--- src/rtl/pwmc_pkg.sv ---
package pwmc_pkg;

  localparam int AVG_PERIODS = 30;
  localparam int COUNT_BITS  = 24;

  localparam int PRESC_W    = 16;
  localparam int FIELD_W    = 24;
  localparam int ANGLE_W    = 16;
  localparam int IN_DATA_W  = 8;
  localparam int OUT_DATA_W = 2 * FIELD_W + ANGLE_W;

  localparam int SCALE_DIV  = 4115;
  localparam int SCALE_W    = 13;
  localparam int ANGLE_MAX  = 46079;
  // 46080 = 45 << 10
  localparam int TURN_MUL   = 45;
  localparam int TURN_SHIFT = 10;

  localparam int DONE_W = $clog2(AVG_PERIODS + 1);
  localparam int SUM_W  = COUNT_BITS + DONE_W;
  localparam int PROD_W = COUNT_BITS + SCALE_W;
  localparam int REM_W  = PROD_W + ANGLE_W;
  localparam int ANG_QW = ANGLE_W;
  localparam int DSH_W  = PROD_W + ANG_QW - 1;
  localparam int QCNT_W = $clog2(ANG_QW + 1);

  // ceil(2^AVG_RSH / AVG_PERIODS); exact floor quotient for any period sum
  localparam int AVG_RSH = SUM_W + $clog2(AVG_PERIODS);
  localparam int AVG_PW  = AVG_RSH + COUNT_BITS;
  localparam longint unsigned AVG_RECIP =
    ((64'd1 << AVG_RSH) + 64'(AVG_PERIODS) - 64'd1) / 64'(AVG_PERIODS);

  typedef struct packed {
    logic avg_go;
    logic high_go;
  } cap_sts_t;

  typedef struct packed {
    logic avg_ld;
    logic div_step;
    logic avg_save;
    logic ang_mul;
    logic ang_chk;
    logic ang_scl;
    logic out_ld;
  } cmd_t;

  typedef struct packed {
    logic div_done;
    logic ang_direct;
    logic out_free;
  } arith_sts_t;

  typedef enum logic [2:0] {
    S_IDLE,
    S_AVG_MUL,
    S_ANG_CHK,
    S_ANG_SCL,
    S_ANG_DIV,
    S_ANG_OUT
  } state_t;

endpackage

--- src/rtl/pwmc_capture.sv ---
module pwmc_capture import pwmc_pkg::*; (
  input  logic                  clk,
  input  logic                  rst_n,
  input  logic                  cfg_we,
  input  logic [PRESC_W-1:0]    cfg_wdata,
  input  logic                  item_fire,
  input  logic                  pin,
  output cap_sts_t              sts,
  output logic [SUM_W-1:0]      sum,
  output logic [COUNT_BITS-1:0] high
);

  logic [PRESC_W-1:0]    prescale_r;
  logic [PRESC_W-1:0]    presc_cnt_r, presc_cnt_nxt;
  logic [COUNT_BITS-1:0] tick_cnt_r, tick_cnt_nxt;
  logic                  meas_r, meas_nxt;
  logic                  phase_r, phase_nxt;
  logic [DONE_W-1:0]     done_r, done_nxt;
  logic [SUM_W-1:0]      sum_r, sum_nxt;
  logic                  prev_r;
  logic [COUNT_BITS-1:0] high_r, high_nxt;
  cap_sts_t              sts_r, sts_nxt;

  logic              tick, rising, falling, started;
  logic [DONE_W-1:0] done_inc;

  always_comb begin
    tick          = presc_cnt_r >= prescale_r;
    presc_cnt_nxt = tick ? '0 : presc_cnt_r + 1'b1;
    rising        = pin && !prev_r;
    falling       = !pin && prev_r;
    done_inc      = done_r + 1'b1;
    started       = 1'b0;
    tick_cnt_nxt  = tick_cnt_r;
    meas_nxt      = meas_r;
    phase_nxt     = phase_r;
    done_nxt      = done_r;
    sum_nxt       = sum_r;
    high_nxt      = high_r;
    sts_nxt       = '0;
    if (!phase_r) begin
      if (rising) begin
        if (!meas_r) begin
          meas_nxt     = 1'b1;
          tick_cnt_nxt = '0;
          started      = 1'b1;
        end else begin
          sum_nxt  = sum_r + SUM_W'(tick_cnt_r);
          done_nxt = done_inc;
          meas_nxt = 1'b0;
          if (done_inc >= DONE_W'(AVG_PERIODS)) begin
            phase_nxt      = 1'b1;
            sts_nxt.avg_go = 1'b1;
          end
        end
      end
    end else begin
      if (rising && !meas_r) begin
        meas_nxt     = 1'b1;
        tick_cnt_nxt = '0;
        started      = 1'b1;
      end else if (falling && meas_r) begin
        high_nxt        = tick_cnt_r;
        meas_nxt        = 1'b0;
        sts_nxt.high_go = 1'b1;
      end
    end
    if (meas_nxt && !started && tick && (tick_cnt_r != '1)) begin
      tick_cnt_nxt = tick_cnt_r + 1'b1;
    end
  end

  always_ff @(posedge clk) begin
    if (!rst_n) begin
      prescale_r  <= '0;
      presc_cnt_r <= '0;
      tick_cnt_r  <= '0;
      meas_r      <= 1'b0;
      phase_r     <= 1'b0;
      done_r      <= '0;
      sum_r       <= '0;
      prev_r      <= 1'b0;
      sts_r       <= '0;
    end else begin
      if (cfg_we) begin
        prescale_r <= cfg_wdata;
      end
      sts_r <= item_fire ? sts_nxt : '0;
      if (item_fire) begin
        presc_cnt_r <= presc_cnt_nxt;
        tick_cnt_r  <= tick_cnt_nxt;
        meas_r      <= meas_nxt;
        phase_r     <= phase_nxt;
        done_r      <= done_nxt;
        sum_r       <= sum_nxt;
        prev_r      <= pin;
      end
    end
  end

  always_ff @(posedge clk) begin
    if (item_fire) begin
      high_r <= high_nxt;
    end
  end

  assign sts  = sts_r;
  assign sum  = sum_r;
  assign high = high_r;

endmodule

--- src/rtl/pwmc_arith.sv ---
module pwmc_arith import pwmc_pkg::*; (
  input  logic                  clk,
  input  logic                  rst_n,
  input  cmd_t                  cmd,
  input  logic [SUM_W-1:0]      sum,
  input  logic [COUNT_BITS-1:0] high,
  input  logic                  out_tready,
  output arith_sts_t            sts,
  output logic                  out_tvalid,
  output logic [OUT_DATA_W-1:0] out_tdata
);

  logic [AVG_PW-1:0]     avg_prod_r;
  logic [COUNT_BITS-1:0] period_avg_r;
  logic [PROD_W-1:0]     p4115_r, p4116_r, h4_r, diff_r;
  logic                  dir_r;
  logic [ANGLE_W-1:0]    angle_r;
  logic [REM_W-1:0]      rem_r;
  logic [DSH_W-1:0]      dsh_r;
  logic [ANG_QW-1:0]     q_r;
  logic [QCNT_W-1:0]     cnt_r;
  logic                  out_valid_r;
  logic [FIELD_W-1:0]    out_high_r, out_period_r;
  logic [ANGLE_W-1:0]    out_angle_r;

  logic [COUNT_BITS-1:0] avg_q;
  logic [PROD_W-1:0]     p_ext;
  logic                  ang_zero, ang_sat, div_ge;
  logic [REM_W-1:0]      dsh_ext, scl_prod;

  always_comb begin
    avg_q    = avg_prod_r[AVG_PW-1 -: COUNT_BITS];
    p_ext    = PROD_W'(period_avg_r);
    ang_zero = h4_r <= p_ext;
    ang_sat  = h4_r >= p4116_r;
    dsh_ext  = REM_W'(dsh_r);
    div_ge   = rem_r >= dsh_ext;
    scl_prod = REM_W'(diff_r) * REM_W'(TURN_MUL);
  end

  always_ff @(posedge clk) begin
    if (cmd.avg_ld) begin
      avg_prod_r <= AVG_PW'(sum) * AVG_PW'(AVG_RECIP);
    end
    if (cmd.ang_mul) begin
      h4_r <= PROD_W'(high) * PROD_W'(SCALE_DIV);
    end
    if (cmd.avg_save) begin
      period_avg_r <= avg_q;
      p4115_r      <= PROD_W'(avg_q) * PROD_W'(SCALE_DIV);
      p4116_r      <= PROD_W'(avg_q) * PROD_W'(SCALE_DIV + 1);
    end
    if (cmd.ang_chk) begin
      diff_r  <= h4_r - p_ext;
      dir_r   <= ang_zero || ang_sat;
      angle_r <= ang_zero ? '0 : ANGLE_W'(ANGLE_MAX);
    end
    if (cmd.ang_scl) begin
      rem_r <= scl_prod << TURN_SHIFT;
      dsh_r <= DSH_W'(p4115_r) << (ANG_QW - 1);
      q_r   <= '0;
    end else if (cmd.div_step && (cnt_r != '0)) begin
      if (div_ge) begin
        rem_r <= rem_r - dsh_ext;
      end
      q_r   <= {q_r[ANG_QW-2:0], div_ge};
      dsh_r <= dsh_r >> 1;
    end
    if (cmd.out_ld) begin
      out_high_r   <= FIELD_W'(high);
      out_period_r <= FIELD_W'(period_avg_r);
      out_angle_r  <= dir_r ? angle_r : q_r;
    end
  end

  always_ff @(posedge clk) begin
    if (!rst_n) begin
      cnt_r       <= '0;
      out_valid_r <= 1'b0;
    end else begin
      if (cmd.ang_scl) begin
        cnt_r <= QCNT_W'(ANG_QW);
      end else if (cmd.div_step && (cnt_r != '0)) begin
        cnt_r <= cnt_r - 1'b1;
      end
      if (cmd.out_ld) begin
        out_valid_r <= 1'b1;
      end else if (out_tready) begin
        out_valid_r <= 1'b0;
      end
    end
  end

  assign sts.div_done   = cnt_r == '0;
  assign sts.ang_direct = ang_zero || ang_sat;
  assign sts.out_free   = !out_valid_r || out_tready;
  assign out_tvalid     = out_valid_r;
  assign out_tdata      = {out_angle_r, out_period_r, out_high_r};

endmodule

--- src/rtl/pwmc_ctrl.sv ---
module pwmc_ctrl import pwmc_pkg::*; (
  input  logic       clk,
  input  logic       rst_n,
  input  cap_sts_t   cap_sts,
  input  arith_sts_t ar_sts,
  output cmd_t       cmd,
  output logic       in_ready
);

  state_t state_r, state_nxt;

  always_comb begin
    state_nxt = state_r;
    case (state_r)
      S_IDLE: begin
        if (cap_sts.avg_go) begin
          state_nxt = S_AVG_MUL;
        end else if (cap_sts.high_go) begin
          state_nxt = S_ANG_CHK;
        end
      end
      S_AVG_MUL: state_nxt = S_IDLE;
      S_ANG_CHK: state_nxt = ar_sts.ang_direct ? S_ANG_OUT : S_ANG_SCL;
      S_ANG_SCL: state_nxt = S_ANG_DIV;
      S_ANG_DIV: begin
        if (ar_sts.div_done) begin
          state_nxt = S_ANG_OUT;
        end
      end
      S_ANG_OUT: begin
        if (ar_sts.out_free) begin
          state_nxt = S_IDLE;
        end
      end
      default: state_nxt = S_IDLE;
    endcase
  end

  always_comb begin
    cmd      = '0;
    in_ready = 1'b0;
    case (state_r)
      S_IDLE: begin
        cmd.avg_ld  = cap_sts.avg_go;
        cmd.ang_mul = cap_sts.high_go;
        in_ready    = !cap_sts.avg_go && !cap_sts.high_go;
      end
      S_AVG_MUL: cmd.avg_save = 1'b1;
      S_ANG_CHK: cmd.ang_chk  = 1'b1;
      S_ANG_SCL: cmd.ang_scl  = 1'b1;
      S_ANG_DIV: cmd.div_step = 1'b1;
      S_ANG_OUT: cmd.out_ld   = ar_sts.out_free;
      default: cmd = '0;
    endcase
  end

  always_ff @(posedge clk) begin
    if (!rst_n) begin
      state_r <= S_IDLE;
    end else begin
      state_r <= state_nxt;
    end
  end

endmodule

--- src/rtl/pwm_period_and_duty_capture.sv ---
// Input: one pin word per cycle while idle; a word that ends the 30th period stalls
// in_tready for the reciprocal multiply of the period sum, then scaling. A falling edge in
// the high phase stalls input for the angle check (saturated/zero angle) or the 16-step
// angle quotient; the result word is registered and shows on out_tdata as the stall ends.
// A result word held by out_tready low lengthens the stall of the next falling edge.
// Reset (rst_n low, synchronous) clears prescaler, counters, phase and output valid.
module pwm_period_and_duty_capture import pwmc_pkg::*; (
  input  logic                  clk,
  input  logic                  rst_n,
  input  logic                  cfg_we,
  input  logic [PRESC_W-1:0]    cfg_wdata,
  input  logic                  in_tvalid,
  output logic                  in_tready,
  input  logic [IN_DATA_W-1:0]  in_tdata,   // [0] pin_level, [7:1] zero
  output logic                  out_tvalid,
  input  logic                  out_tready,
  output logic [OUT_DATA_W-1:0] out_tdata   // [23:0] high_ticks, [47:24] period_avg_ticks,
                                            // [63:48] angle
);

  cap_sts_t              cap_sts;
  arith_sts_t            ar_sts;
  cmd_t                  cmd;
  logic [SUM_W-1:0]      sum;
  logic [COUNT_BITS-1:0] high;
  logic                  item_fire;

  assign item_fire = in_tvalid && in_tready;

  pwmc_capture u_cap (
    .clk       (clk),
    .rst_n     (rst_n),
    .cfg_we    (cfg_we),
    .cfg_wdata (cfg_wdata),
    .item_fire (item_fire),
    .pin       (in_tdata[0]),
    .sts       (cap_sts),
    .sum       (sum),
    .high      (high)
  );

  pwmc_ctrl u_ctrl (
    .clk      (clk),
    .rst_n    (rst_n),
    .cap_sts  (cap_sts),
    .ar_sts   (ar_sts),
    .cmd      (cmd),
    .in_ready (in_tready)
  );

  pwmc_arith u_arith (
    .clk        (clk),
    .rst_n      (rst_n),
    .cmd        (cmd),
    .sum        (sum),
    .high       (high),
    .out_tready (out_tready),
    .sts        (ar_sts),
    .out_tvalid (out_tvalid),
    .out_tdata  (out_tdata)
  );

  a_evt_excl: assert property (@(posedge clk) disable iff (!rst_n)
    !(cap_sts.avg_go && cap_sts.high_go))
    else $error("period and high capture in same cycle");

  a_evt_stall: assert property (@(posedge clk) disable iff (!rst_n)
    (cap_sts.avg_go || cap_sts.high_go) |-> !in_tready)
    else $error("input taken while capture pending");

  a_high_busy: assert property (@(posedge clk) disable iff (!rst_n)
    cap_sts.high_go |=> !in_tready && !cap_sts.high_go)
    else $error("input taken during angle computation");

  a_angle_max: assert property (@(posedge clk) disable iff (!rst_n)
    out_tvalid |-> out_tdata[OUT_DATA_W-1 -: ANGLE_W] <= ANGLE_W'(ANGLE_MAX))
    else $error("angle out of range");

endmodule

--- config.mk ---
export PLATFORM = sky130hd
export DESIGN_NAME = pwm_period_and_duty_capture
export DESIGN_NICKNAME = d
export VERILOG_FILES = /design/src/rtl/pwmc_pkg.sv /design/src/rtl/pwmc_capture.sv /design/src/rtl/pwmc_arith.sv /design/src/rtl/pwmc_ctrl.sv /design/src/rtl/pwm_period_and_duty_capture.sv
export SDC_FILE = /design/constraint.sdc
export NUM_CORES = 2
export LEC_CHECK = 0
export BUFFER_PORTS_ARGS = -buffer_cell sky130_fd_sc_hd__buf_2
export CORE_MARGIN = 2
export CORE_UTILIZATION = 25
export DETAILED_ROUTE_END_ITERATION = 8
export SLEW_MARGIN = 20
export SYNTH_ARGS = -nofsm -noshare
export SYNTH_HDL_FRONTEND = slang
export SYNTH_SLANG_ARGS = --single-unit
--- constraint.sdc ---
create_clock -name clk -period 8.9 [get_ports clk]
set_input_delay 0.89 -clock clk [delete_from_list [all_inputs] [get_ports clk]]
set_output_delay 0.89 -clock clk [all_outputs]
set_load 0.01 [all_outputs]
==> results_dict.tcl <==
set metrics [dict create \
    grt_max_degree 75 \
    final_common_cell "ha_1" \
    wl_um 111100 \
    worst_setup_path_end_kind "register" \
    start_kind "register" \
    slew_violations 0 \
    clk_path_buf_depth 3 \
    root_buffer "clkbuf_16" \
    core_area_mm2 0.1809 \
    hold_path_class "register to register" \
    cts_buffers 58 \
    setup_tns_ns 0 \
    cts_tree "done" \
    cp_cell_sequence "inv_1 -> ha_1 -> fa_1 -> inv_1 -> ha_1 -> inv_1 -> fa_1 -> fa_1 -> fa_1 -> inv_1 -> fa_1 -> fa_1 -> ha_1 -> o21a_1 -> o211ai_1 -> a21oi_1 -> a2bb2oi_1 -> nand3_1 -> o21ai_0 -> a21oi_1 -> o31ai_1 -> and4_1 -> nor3_1" \
    placed_area_mm2 0.04878 \
    cp_top_family "adder cells" \
    ir_worst_vdd_mv 0.1524 \
    clk_pin_slew_ns 0.06 \
    drc 0 \
    fillers 18760 \
    hold_buffers 0 \
    seq_power_share_pct 49.4 \
    post-dp-hpwl_um 89390 \
    h-tree-depth 2 \
    min_period_over_period_pct 81.03 \
    mostFrequentLayoutCells "ha_1 (789), inv_1 (754), edfxtp_1 (361)" \
    rr_worst_depth 23 \
    max-cap-violations 0 \
    fin_crit_ns 7.212 \
    post_cts_resized 0 \
    gp_congestion 0.8717 \
    power_uw 5076 \
    power.switching_uw 1137 \
    comb_power_share_pct 1.6 \
    p_sw_share_pct 22.40 \
    cts_setup_buffers 0 \
    synth_edf_count 361 \
    grt_usage_pct 11.89 \
    worst_pin_slew_ns 1.046 \
    p_leak_uw 0.02389 \
    dr.pass1.iters 5 \
    finalClockSkew_ns 0.07403 \
    rsz0062_at_grt "no" \
    post_drt_wl_per_cell_um 15.67 \
    syn_to_final_growth_pct 11.58 \
    drt_iter0_drc 1706 \
    synth-main-ff-cell "edfxtp_1" \
    async_reset_ff_share_pct 0 \
    synthDistinctLibCells 84 \
    synth_cells 4594 \
    cts_sinks 506 \
    drive_gt1_share_pct 5.043 \
    crit-reg2reg-launch "u_cap.sum[18]" \
    cp_max_fo 7 \
    antenna_found_initial 1 \
    slowest_delay_ns 0.62 \
    setup_viol 0 \
    numPortBuffers 87 \
    min_from "u_arith.q_r[15]" \
    die_w_um 430.9 \
    critical_path_class "register to register" \
    io_pins 95 \
    clkPwrFrac_pct 49.0 \
    ant_nets 0 \
    yosysWarnings 0 \
    seq_area_frac_synth_pct 30.17 \
    powerDensity_mw_per_mm2 99.85 \
    synth_area_mm2 0.04556 \
    fmax_ghz 0.1387 \
    path_buf_inv 4 \
    p_int_uw 3938 \
    nNetsFinal 5769 \
    grt_pass1_wl_um 177500 \
    grt_pass1_vias 32980 \
    fin_area_mm2 0.05083 \
    via_count 32440 \
    holdPathEnd "u_arith.q_r[15]" \
    initial_core_util_pct 25.18 \
    syn_avg_cell_area_um2 9.916 \
    min_path_cells 2 \
    post-route-util_pct 28.09 \
    insertion_delay_ns 0.70 \
    maxSlewHeadroom_pct 30.25 \
    diodes 0 \
    grt_overflow 0 \
    cp.arrival_ns 7.58 \
    run_status "complete, no violations" \
    slowest_stage "dfxtp_1" \
    syn_nets 5691 \
    cp_data_required_time_ns 9.27 \
    synth-seq-cells 506 \
    rr_endpoint "u_arith.avg_prod_r[57]" \
    rows 156 \
    cpMostUsedCell "fa_1" \
    hold_slack_ns 0.4545 \
    viasPerCell 4.576 \
    r2r_slack_ns 1.69 \
    die-area_mm2 0.1857 \
    die_h_um 430.9 \
    hold_viol 0 \
]
[metrics by stage]
stage | instances | worst slack, ns
floorplan | 4594 | 0.8238
global placement | 6980 | 1.782
detailed placement | 6980 | 1.734
CTS | 7087 | 1.675
global route | 7089 | 1.288
finish | 7089 | 1.688
[metal layers]
metal  up-vias  track usage, %  part of all wire, %
met5         -               0                    0
met4         0           3.463                  2.8
met3       152           1.210                  3.2
met2       568           21.02                   49
met1     15580           15.22                   45
li1      16140               -                    -
[cell families after synthesis]
| logic type | count (synthesis) | synth area share, % |
|---|---|---|
| fa+ha+maj | 1068 | 33.93 |
| simple gates | 934 | 10.12 |
| xor+xnor | 257 | 4.941 |
| flops | 506 | 30.17 |
| compound gates | 967 | 13.42 |
| mux | 21 | 0.4669 |
| buf+inv | 841 | 6.960 |
[state kept, by name, summed over array words and instances (netlist names), 23 cells and up]
signal,cells
u_cap.sum,29
u_arith.rem_r,53
u_arith.p4116_r,33
u_arith.h4_r,37
u_arith.out_high_r,24
u_arith.out_period_r,24
u_arith.diff_r,37
u_arith.dsh_r,52
u_arith.p4115_r,37
u_cap.tick_cnt_r,24
u_arith.avg_prod_r,24
u_arith.period_avg_r,23
u_cap.high,24
[worst min-delay path, cell delays in order (launching register included)]
cell and delay [ns]:
dfxtp_1 0.31, nand2_1 0.05, a21oi_1 0.05
[worst max path at each step]
stage | startpoint | to | slack (ns) | depth (start not counted)
floorplan | u_ctrl.state_r[0] | u_arith.p4115_r[0] | 0.82 | 2
CTS | u_cap.sum[18] | u_arith.avg_prod_r[57] | 1.68 | 23
global route | u_cap.sum[18] | u_arith.avg_prod_r[57] | 1.29 | 23
finish | u_cap.sum[18] | u_arith.avg_prod_r[57] | 1.69 | 23
global placement | u_cap.sum[27] | u_arith.avg_prod_r[57] | 1.78 | 22
detailed placement | u_cap.sum[18] | u_arith.avg_prod_r[57] | 1.73 | 23
[power groups by stage]
stage               sequential [µW]  combinational [µW]  clock [µW]
finish                         2500                82.9        2490
global route                   2500                95.6        2650
CTS                            2500                84.2        2580
detailed placement             2560                83.5           0
global placement               2560                80.7           0
floorplan                      2550                60.3           0
[final cells by class]
type	count	area, µm²	area share [%]
Multi-Input combinational cell	3247	28690	56.44
Sequential cell	506	13740	27.04
Tap cell	2370	2965	5.833
Inverter	754	2830	5.568
Clock buffer	72	1588	3.123
Timing Repair Buffer	105	603.1	1.186
Clock inverter	35	411.6	0.8098
[synth_stat cells (all sizes together), types with 57 or more instances]
master,number,share of area [%]
inv,754,6.2
nor2,166,1.4
nor2b,57,0.78
nand3,75,0.86
o21ai,240,2.6
a21o,135,2.2
edfxtp,361,24
xnor2,167,3.2
ha,789,22
dfxtp,145,6.4
nand4,57,0.78
a21oi,256,2.8
xor2,90,1.7
fa,279,12
clkbuf,78,0.65
nand2,317,2.6
No activity file was read; power rests on OpenSTA's default activity.
